$ cat config.mk
export PLATFORM = sky130hd
export DESIGN_NAME = cursor_line_edit_buffer_core
export DESIGN_NICKNAME = d
export VERILOG_FILES = /design/src/hdl/cleb_pkg.sv /design/src/hdl/cleb_cell.sv /design/src/hdl/cursor_line_edit_buffer_core.sv
export SDC_FILE = /design/constraint.sdc
export NUM_CORES = 1
export LEC_CHECK = 0
export BUFFER_PORTS_ARGS = -buffer_cell sky130_fd_sc_hd__buf_2
export CELL_PAD_IN_SITES_DETAIL_PLACEMENT = 1
export CELL_PAD_IN_SITES_GLOBAL_PLACEMENT = 2
export CORE_MARGIN = 2
export CORE_UTILIZATION = 43
export CTS_CLUSTER_DIAMETER = 60
export DETAILED_ROUTE_END_ITERATION = 12
export GPL_ROUTABILITY_DRIVEN = 1
export GPL_TIMING_DRIVEN = 0
export PLACE_DENSITY_LB_ADDON = 0.05
export SLEW_MARGIN = 0
export SYNTH_ARGS = -nofsm -noshare
export SYNTH_HDL_FRONTEND = slang
export SYNTH_SLANG_ARGS = --single-unit
$ cat constraint.sdc
create_clock -name clk_i -period 4.8 [get_ports clk_i]
set_input_delay 0.48 -clock clk_i [delete_from_list [all_inputs] [get_ports clk_i]]
set_output_delay 0.48 -clock clk_i [all_outputs]
set_load 0.01 [all_outputs]
$ cat src/hdl/cleb_pkg.sv
package cleb_pkg;

  // Number of characters the line can hold.
  localparam int CAPACITY = 64;
  // Width of a count that runs from zero up to CAPACITY.
  localparam int CNT_W = $clog2(CAPACITY + 1);
  // Width of a cell index.
  localparam int IDX_W = (CAPACITY > 1) ? $clog2(CAPACITY) : 1;

  localparam logic [7:0] KEY_LEFT  = 8'h3C;
  localparam logic [7:0] KEY_RIGHT = 8'h3E;
  localparam logic [7:0] KEY_BACK  = 8'h2D;

  // What the row of cells does in the current cycle.
  typedef enum logic [1:0] {
    CELL_HOLD,
    CELL_INS,
    CELL_DEL
  } cell_op_e;

  typedef struct packed {
    cell_op_e           op;
    logic [IDX_W-1:0]   pos;
  } cell_ctrl_t;

endpackage

$ cat src/hdl/cleb_cell.sv
module cleb_cell
  import cleb_pkg::*;
(
  input  logic             clk_i,
  input  logic [IDX_W-1:0] index_i,
  input  cell_ctrl_t       ctrl_i,
  input  logic [7:0]       key_i,
  input  logic [7:0]       left_i,
  input  logic [7:0]       right_i,
  output logic [7:0]       data_o
);

  logic [7:0] data_q;
  logic [7:0] data_d;

  // An insert opens a slot at the position and pushes the cells above it up.
  // A delete closes the slot at the position by pulling the cells above down.
  always_comb begin
    data_d = data_q;
    case (ctrl_i.op)
      CELL_INS: begin
        if (index_i == ctrl_i.pos) begin
          data_d = key_i;
        end else if (index_i > ctrl_i.pos) begin
          data_d = left_i;
        end
      end
      CELL_DEL: begin
        if (index_i >= ctrl_i.pos) begin
          data_d = right_i;
        end
      end
      default: begin
      end
    endcase
  end

  always_ff @(posedge clk_i) begin
    data_q <= data_d;
  end

  assign data_o = data_q;

endmodule

$ cat src/hdl/cursor_line_edit_buffer_core.sv
// Line editor with a cursor. The line is held in order in a row of CAPACITY
// character cells; the cursor is a count of the characters to its left.
// Keystroke requests are accepted back to back while editing: '<' and
// '>' move the cursor, '-' deletes the character before it, and any other
// byte is inserted at the cursor, the cells above shifting up by one. An
// insert into a full line is dropped and sets a sticky overflow flag. An
// end-of-line request empties the line: the row shifts down one cell per
// cycle while the output is not stalled and cell 0 goes out as one result;
// an empty line gives one result marked empty. Input is stalled while the
// line is emitted; the line is then cleared and the flag reset. A result
// register sits at the output, so the next keystroke is taken while the
// last result of a line still waits to be taken.
module cursor_line_edit_buffer_core
  import cleb_pkg::*;
(
  input  logic       clk_i,
  input  logic       rst_ni,
  input  logic       in_valid_i,
  output logic       in_stall_o,
  input  logic       command_i,
  input  logic [7:0] key_byte_i,
  output logic       out_valid_o,
  input  logic       out_stall_i,
  output logic [7:0] out_char_o,
  output logic       last_o,
  output logic       empty_line_o,
  output logic       overflowed_o
);

  typedef enum logic {
    ST_EDIT,
    ST_EMIT
  } state_e;

  state_e           state_q;
  logic [CNT_W-1:0] len_q;
  logic [CNT_W-1:0] cur_q;
  logic             ovf_q;
  logic             out_valid_q;
  logic [7:0]       out_char_q;
  logic             last_q;
  logic             empty_q;
  logic             ovf_out_q;

  logic             in_take;
  logic             out_free;
  logic [CNT_W-1:0] cur_m1;
  logic             is_full;
  cell_ctrl_t       ctrl;
  logic [7:0]       cell_data [CAPACITY];

  assign in_stall_o = (state_q != ST_EDIT);
  assign in_take    = in_valid_i && !in_stall_o;
  assign out_free   = !out_valid_q || !out_stall_i;
  assign cur_m1     = cur_q - CNT_W'(1);
  assign is_full    = (len_q == CNT_W'(CAPACITY));

  // Command to the row of cells for this cycle.
  always_comb begin
    ctrl.op  = CELL_HOLD;
    ctrl.pos = '0;
    if (in_take && !command_i) begin
      if (key_byte_i == KEY_BACK) begin
        if (cur_q != '0) begin
          ctrl.op  = CELL_DEL;
          ctrl.pos = cur_m1[IDX_W-1:0];
        end
      end else if (key_byte_i != KEY_LEFT && key_byte_i != KEY_RIGHT) begin
        if (!is_full) begin
          ctrl.op  = CELL_INS;
          ctrl.pos = cur_q[IDX_W-1:0];
        end
      end
    end else if (state_q == ST_EMIT && out_free && len_q != '0) begin
      // Shift the whole line down by one; cell 0 is going out.
      ctrl.op  = CELL_DEL;
      ctrl.pos = '0;
    end
  end

  for (genvar g = 0; g < CAPACITY; g++) begin : g_cell
    logic [7:0] left_data;
    logic [7:0] right_data;

    if (g == 0) begin : g_first
      assign left_data = 8'h00;
    end else begin : g_inner_l
      assign left_data = cell_data[g-1];
    end

    if (g == CAPACITY - 1) begin : g_final
      assign right_data = 8'h00;
    end else begin : g_inner_r
      assign right_data = cell_data[g+1];
    end

    cleb_cell u_cell (
      .clk_i   (clk_i),
      .index_i (IDX_W'(g)),
      .ctrl_i  (ctrl),
      .key_i   (key_byte_i),
      .left_i  (left_data),
      .right_i (right_data),
      .data_o  (cell_data[g])
    );
  end

  always_ff @(posedge clk_i or negedge rst_ni) begin
    if (!rst_ni) begin
      state_q     <= ST_EDIT;
      len_q       <= '0;
      cur_q       <= '0;
      ovf_q       <= 1'b0;
      out_valid_q <= 1'b0;
      out_char_q  <= 8'h00;
      last_q      <= 1'b0;
      empty_q     <= 1'b0;
      ovf_out_q   <= 1'b0;
    end else begin
      // While emitting, a free output register is always refilled below.
      if (out_valid_q && !out_stall_i && state_q != ST_EMIT) begin
        out_valid_q <= 1'b0;
      end
      case (state_q)
        ST_EDIT: begin
          if (in_take) begin
            if (command_i) begin
              state_q <= ST_EMIT;
            end else if (key_byte_i == KEY_LEFT) begin
              if (cur_q != '0) begin
                cur_q <= cur_m1;
              end
            end else if (key_byte_i == KEY_RIGHT) begin
              if (cur_q != len_q) begin
                cur_q <= cur_q + CNT_W'(1);
              end
            end else if (key_byte_i == KEY_BACK) begin
              if (cur_q != '0) begin
                cur_q <= cur_m1;
                len_q <= len_q - CNT_W'(1);
              end
            end else if (is_full) begin
              ovf_q <= 1'b1;
            end else begin
              cur_q <= cur_q + CNT_W'(1);
              len_q <= len_q + CNT_W'(1);
            end
          end
        end
        ST_EMIT: begin
          if (out_free) begin
            out_valid_q <= 1'b1;
            ovf_out_q   <= ovf_q;
            if (len_q == '0) begin
              // Empty line: a single marked result.
              out_char_q <= 8'h00;
              last_q     <= 1'b1;
              empty_q    <= 1'b1;
              state_q    <= ST_EDIT;
              cur_q      <= '0;
              ovf_q      <= 1'b0;
            end else begin
              out_char_q <= cell_data[0];
              last_q     <= (len_q == CNT_W'(1));
              empty_q    <= 1'b0;
              len_q      <= len_q - CNT_W'(1);
              if (len_q == CNT_W'(1)) begin
                state_q <= ST_EDIT;
                cur_q   <= '0;
                ovf_q   <= 1'b0;
              end
            end
          end
        end
        default: begin
          state_q <= ST_EDIT;
        end
      endcase
    end
  end

  assign out_valid_o  = out_valid_q;
  assign out_char_o   = out_char_q;
  assign last_o       = last_q;
  assign empty_line_o = empty_q;
  assign overflowed_o = ovf_out_q;

endmodule
After elaboration in Yosys (flattened, before gate mapping):

Cells that the tools add are included.

* input bits: 13
* output and inout bits: 13
* memories kept: 0
* bits in latches: 0
* register bits: 540
* memory bits (writable): 0
* logic and storage cells: 811
* bits in read-only memories: 0

* multiplexer cells: 306
* multiply operators: 0
* add/subtract/negate cells: 4
* reductions and logical operators: 85
* divide/modulo/power cells: 0
* equality and inequality tests: 214
* bitwise logic cells: 1
* $lt $le $gt $ge: 128
* shifts and indexed selects: 0

Operators with widths (number)
* 2-to-1 mux 8 bit: 197
* one-hot mux 8 bit (2 select lines): 64
* inequality test 3 x 1 -> 1 bit, second input constant: 65
* == test 6 bit, first input constant: 32
* >= comparator 6 bit, first input constant: 32
* > comparator 6 bit, first input constant: 32
* AND reduction 3 bit: 64
* 2-to-1 mux 7 bit: 22
* inequality test 2 x 1 -> 1 bit, second input constant: 65
* == test 5 x 6 -> 1 bit, first input constant: 16
* >= comparator 5 x 6 -> 1 bit, first input constant: 16
* > comparator 5 x 6 -> 1 bit, first input constant: 16
* == test 4 x 6 -> 1 bit, first input constant: 8
* >= comparator 4 x 6 -> 1 bit, first input constant: 8
* > comparator 4 x 6 -> 1 bit, first input constant: 8
* one-hot mux 7 bit (2 select lines): 2
* == test 3 x 6 -> 1 bit, first input constant: 4
* == test 8 x 6 -> 1 bit, second input constant: 3
* >= comparator 3 x 6 -> 1 bit, first input constant: 4
* > comparator 3 x 6 -> 1 bit, first input constant: 4
* 2-to-1 mux 1 bit: 19
* inequality test 8 x 6 -> 1 bit, second input constant: 2
* AND reduction 8 bit: 2
* adder 7 x 1 -> 7 bit, second input constant: 2
* 27 further kinds: 51

Logic depth before layout (Yosys ltp):

* depth in word-level cells: 10
* gate-level depth with buffers: 19
* gate-level depth less buffers: 13

Modules after synthesis:

Synthesis repeated with hierarchy kept, for this count alone.

* cell total of the unflattened synthesis: 4678
* area total of the unflattened synthesis: 42782.3 um^2

By module, submodules not included
* cleb_cell: times used 64, area each 634.4 um^2, cells each 69, seq. area each 240.2 um^2
* cursor_line_edit_buffer_core: times used 1, area each 2183.3 um^2, cells each 262, seq. area each 700.7 um^2

Least setup slack after synthesis:

Ideal clock, no wire load.

* kind: register to register
* start: reg cur_q[1]
* end: reg g_cell[37].u_cell.data_q[0], enable pin
* arrival: 3935 ps
* clock period less this slack: 4324 ps
* path slack: 476 ps
* cell stages (with the launch flop): 18
* setup time: 389 ps
* cell sequence: dfrtp_1 clkbuf_1 inv_1 ha_1 buf_2 or3b_2 buf_2 nor2_2 inv_1 nand2_1 o21ai_0 ha_1 clkbuf_1 clkbuf_1 or2_2 nand2_1 nor2_1 a311oi_1

* longest elaborated chain between the ends: 7

RTL lines
* start: declaration: RTL line cursor_line_edit_buffer_core.sv:37 `logic [CNT_W-1:0] cur_q;`
* start signal: assignment: RTL line cursor_line_edit_buffer_core.sv:131 `cur_q <= cur_m1;`
* start signal: assignment: RTL line cursor_line_edit_buffer_core.sv:135 `cur_q <= cur_q + CNT_W'(1);`
* start signal: assignment: RTL line cursor_line_edit_buffer_core.sv:139 `cur_q <= cur_m1;`
* subtractor 7 x 1 -> 7 bit (tied with other cells): RTL line cursor_line_edit_buffer_core.sv:55 `assign cur_m1 = cur_q - CNT_W'(1);`
* 2-to-1 mux 8 bit / 2-to-1 mux 7 bit (equally long branches): RTL line cursor_line_edit_buffer_core.sv:64, cursor_line_edit_buffer_core.sv:68
* 2-to-1 mux 8 bit (*): RTL line cursor_line_edit_buffer_core.sv:63 `if (key_byte_i == KEY_BACK) begin`
* 2-to-1 mux 8 bit (*): RTL line cursor_line_edit_buffer_core.sv:62 `if (in_take && !command_i) begin`
* > comparator 6 bit (tied with other cells): RTL line cleb_cell.sv:24 `end else if (index_i > ctrl_i.pos) begin`
* inequality test 3 x 1 -> 1 bit (no source line) (tied with other cells)
* AND reduction 3 bit (no source line) (*)
* end signal: assignment: RTL line cleb_cell.sv:39 `data_q <= data_d;`
* end: declaration: RTL line cleb_cell.sv:13 `logic [7:0] data_q;`

Mark *: on every way between the ends. The rest lies on a longest branch, timed or not.
A chain may end at the register's enable or synchronous reset.

Worst setup path after layout:

* start: reg cur_q[0]
* end: reg g_cell[15].u_cell.data_q[3], data pin

* longest elaborated chain between the ends: 7

RTL lines
* subtractor 7 x 1 -> 7 bit (tied with other cells): RTL line cursor_line_edit_buffer_core.sv:55
* 2-to-1 mux 8 bit / 2-to-1 mux 7 bit (equally long branches): RTL line cursor_line_edit_buffer_core.sv:64, cursor_line_edit_buffer_core.sv:68
* 2-to-1 mux 8 bit (*): RTL line cursor_line_edit_buffer_core.sv:63
* 2-to-1 mux 8 bit (*): RTL line cursor_line_edit_buffer_core.sv:62
* == test 4 x 6 -> 1 bit: RTL line cleb_cell.sv:22 `if (index_i == ctrl_i.pos) begin`
* 2-to-1 mux 8 bit: RTL line cleb_cell.sv:22
* one-hot mux 8 bit (2 select lines) (*): RTL line cleb_cell.sv:20 `case (ctrl_i.op)`
* net g_cell[15].u_cell.data_d[3]: RTL line cleb_cell.sv:14 `logic [7:0] data_d;`
* end signal: assignment: RTL line cleb_cell.sv:39
* end: declaration: RTL line cleb_cell.sv:13

Mark *: on every way through the listed nets, which the timed path passes. The rest lies on a longest branch.

==> flow_summary.ini <==
[detailed_routing]
routed_wl_mm = 190
ant_nets = 0
drt-initial-drc-count = 6079
route.detailed.vias_per_inst = 7.88
vias = 31686
avgRoutedWirePerCell_um = 47.4
remaining_drc_errors = 0
dr.pass1.iters = 6

[die]
num_io_pins = 26
start_util_pct = 43.3
die-width_um = 269
fp.dieH_um = 269
core_um2 = 69900
row_count = 97
die_area_um2 = 72600

[yosys]
yosys.area.top_type = edfxtp_1
yosysUniqueCellTypes = 78
ys_ff_latch = 540
seq_area_frac_synth_pct = 53.1
async_flop_share_pct = 5.19
netlist.area_leader.share_pct = 50.8
syn-cell-area_um2 = 30300
synth_edf_count = 512
yosysWarnings = 0
syn_nets = 2889
synth_area_leaders = edfxtp_1 51%, a221o_1 6.0%, o311ai_0 3.6%
syn_avg_cell_area_um2 = 10.6
synthFlopType = edfxtp_1
synth_cells = 2868

[outcome]
status = finished, violations left
failed_checks = capacitance limit, slew limit, setup timing

[worst_setup_path]
critPathMaxFanout = 10
cp-start-kind = flip-flop
cp.required_ps = 5130
worstPathArrival_ps = 5140
cp-end-kind = flip-flop
path_class = reg -> reg

[global_routing]
first_global_vias = 30711
grt_first_pass_wirelength_mm = 256
met2_usage_pct = 70.7
grt.overflow.total = 0
grt_max_degree = 29
grtUsageTotal_pct = 51.1
grt_use_met1_pct = 62.6
grtUsageMet3_pct = 21.1
top_usage_layer = met2
antenna_found_initial = 13

[cells_and_area]
areaGrowthSynthToFinish_pct = 18.9
drive_gt1_share_pct = 18.9
nets = 3047
design_area_um2 = 36000
utilization_pct = 51.5
final_common_cell = edfxtp_1
most-common-layout-cells = 512 x edfxtp_1, 255 x nand2_1, 182 x nand3_1, 182 x a221o_1, 132 x o21ai_0

[clocking]
clk_latency_ps = 630
cts_root_buf = clkbuf_16
cts_inserted_buffers = 68
path_clk_slew_ps = 50
clock_sinks = 540
cts_tree = done
clockBufferDepth = 3
htree_levels = 3

[power]
leakage_nw = 12.5
total_power_w = 0.0291
vdd_drop_max_v = 0.000330
p_per_area_nw_per_um2 = 807

[timing]
finalHoldViolCount = 0
slew_violations = 33
slew_headroom_pct = -4.69
max_freq_ghz = 0.208
worst_slew_pin_slew_ps = 1570
fin_ws_ps = -11.0
period_share_pct = 100
setup_viol = 3
period_needed_ps = 4810
finClkSkew_ps = 27.6

[min_path]
min_path_type = in -> reg

[placed_design]
placed_area_um2 = 31700
hpwl_mm = 138
globalplace.congestion = 1.10
numPortBuffers = 24

[run]
max_cap_violations = 3
-- sequential cells by signal, summed over array words and instances (netlist names) --
register	count
cur_q	7
empty_line_o	1
g_cell.u_cell.data_o	512
in_stall_o	1
last_o	1
len_q	7
out_char_o	8
out_valid_o	1
overflowed_o	1
ovf_q	1
-- area by class of cell --
class                           instances  area [µm²]
Antenna cell                            5        12.5
Buffer                                327        1720
Clock buffer                           81        1750
Clock inverter                         38         297
Fill cell                            7516       33900
Inverter                              125         473
Multi-Input combinational cell       1872       13600
Sequential cell                       540       16100
Tap cell                              940        1180
Timing Repair Buffer                   92         888
-- per-layer routing --
| layer | wire (µm) | share of wire [%] | vias to the layer above |
|---|---|---|---|
| met1 | 66600 | 35 | 15887 |
| met5 | 137 | 0.072 | - |
| met4 | 19700 | 10 | 18 |
| met2 | 75100 | 39 | 3080 |
| li1 | - | - | 11828 |
| met3 | 29000 | 15 | 873 |
-- power breakdown --
part / total [W] / leakage (nW) / switching, W / internal, W
registers: 0.0116 / 5.39 / 0.00235 / 0.00923
clock network: 0.00505 / 1.01 / 0.00223 / 0.00282
logic: 0.0124 / 6.06 / 0.00830 / 0.00414
total: 0.0291 / 12.5 / 0.0129 / 0.0162
-- worst paths after layout --
path / from / depth (start not counted) / slack [ps] / to
worst max-delay path: cur_q[0] / 16 / -10 / g_cell[15].u_cell.data_o[3]
worst min-delay path: out_stall_i / 3 / 120 / out_valid_o
worst max register to register: cur_q[0] / 16 / -10 / g_cell[15].u_cell.data_o[3]
worst min register to register: overflowed_o / 2 / 490 / overflowed_o
max in group asynchronous: rst_ni / 2 / 3770 / cur_q[1]
min in group asynchronous: rst_ni / 2 / 480 / len_q[3]
-- metrics by stage --
| step | setup slack (ps) | hold slack, ps | instances | setup TNS [ps] |
|---|---|---|---|---|
| 2_1_floorplan | 476 | 184 | 2868 | 0 |
| 3_3_place_gp | -2140 | 461 | 3832 | -1279580 |
| 3_5_place_dp | -2260 | 479 | 3835 | -1322190 |
| 4_1_cts | 7.98 | 108 | 3981 | 0 |
| 5_1_grt | -15.9 | 161 | 4015 | -41.4 |
| 6_report | -11.0 | 124 | 4020 | -25.5 |
-- Yosys cell counts (5+ instances only) --
library cell  instances
inv_1               125
nand3_1             186
dfrtp_1              28
ha_1                  8
buf_2                41
o211ai_1             19
nor2_1              130
a31oi_1             111
a311o_1              16
o211a_1              14
nor3b_1              14
or2_2                 5
nor4_4                5
o311a_1              48
and3_1                6
nand4_1              26
xor2_1                6
nor3_1               57
xnor2_1               8
a22o_1               19
edfxtp_1            512
and2_1               43
nand2b_1              5
o22ai_1               5
a41oi_1              25
a2bb2oi_1           105
nor3_2                7
a221o_1             182
buf_1                18
a22oi_1              18
nor4_2                6
o311ai_0            125
o221ai_1             58
a21oi_1              77
nor2b_1              21
or3_1                 6
o21ai_0             134
nand2_1             272
o21a_1                5
nor4_1               15
o31ai_1              18
clkbuf_1            267
-- worst max-delay path, stage by stage (launching register included) --
cell and delay (ps):
dfrtp_1 340, buf_2 280, inv_1 140, ha_1 210
buf_2 180, or3b_2 210, buf_2 210, nor2_2 90
inv_2 120, nand2_1 100, o21ai_0 210, ha_4 370
clkbuf_4 400, clkbuf_1 450, clkbuf_2 540, clkbuf_2 470
a22oi_1 160
-- kinds of logic after synthesis --
kind of cell,share of synthesized area [%]
compound gates,26.6
buf+inv,5.91
xor+xnor,0.405
flops,53.1
simple gates,13.4
mux,0.215
fa+ha+maj,0.330
-- repair_timing --
item	in CTS	in global routing
setup buffers	30	34
hold endpoints to repair	28	0
pin swaps	19	21
setup endpoints to repair	1016	863
resized for setup	322	249
hold buffers	1	0
No activity file was read; power rests on OpenSTA's default activity.
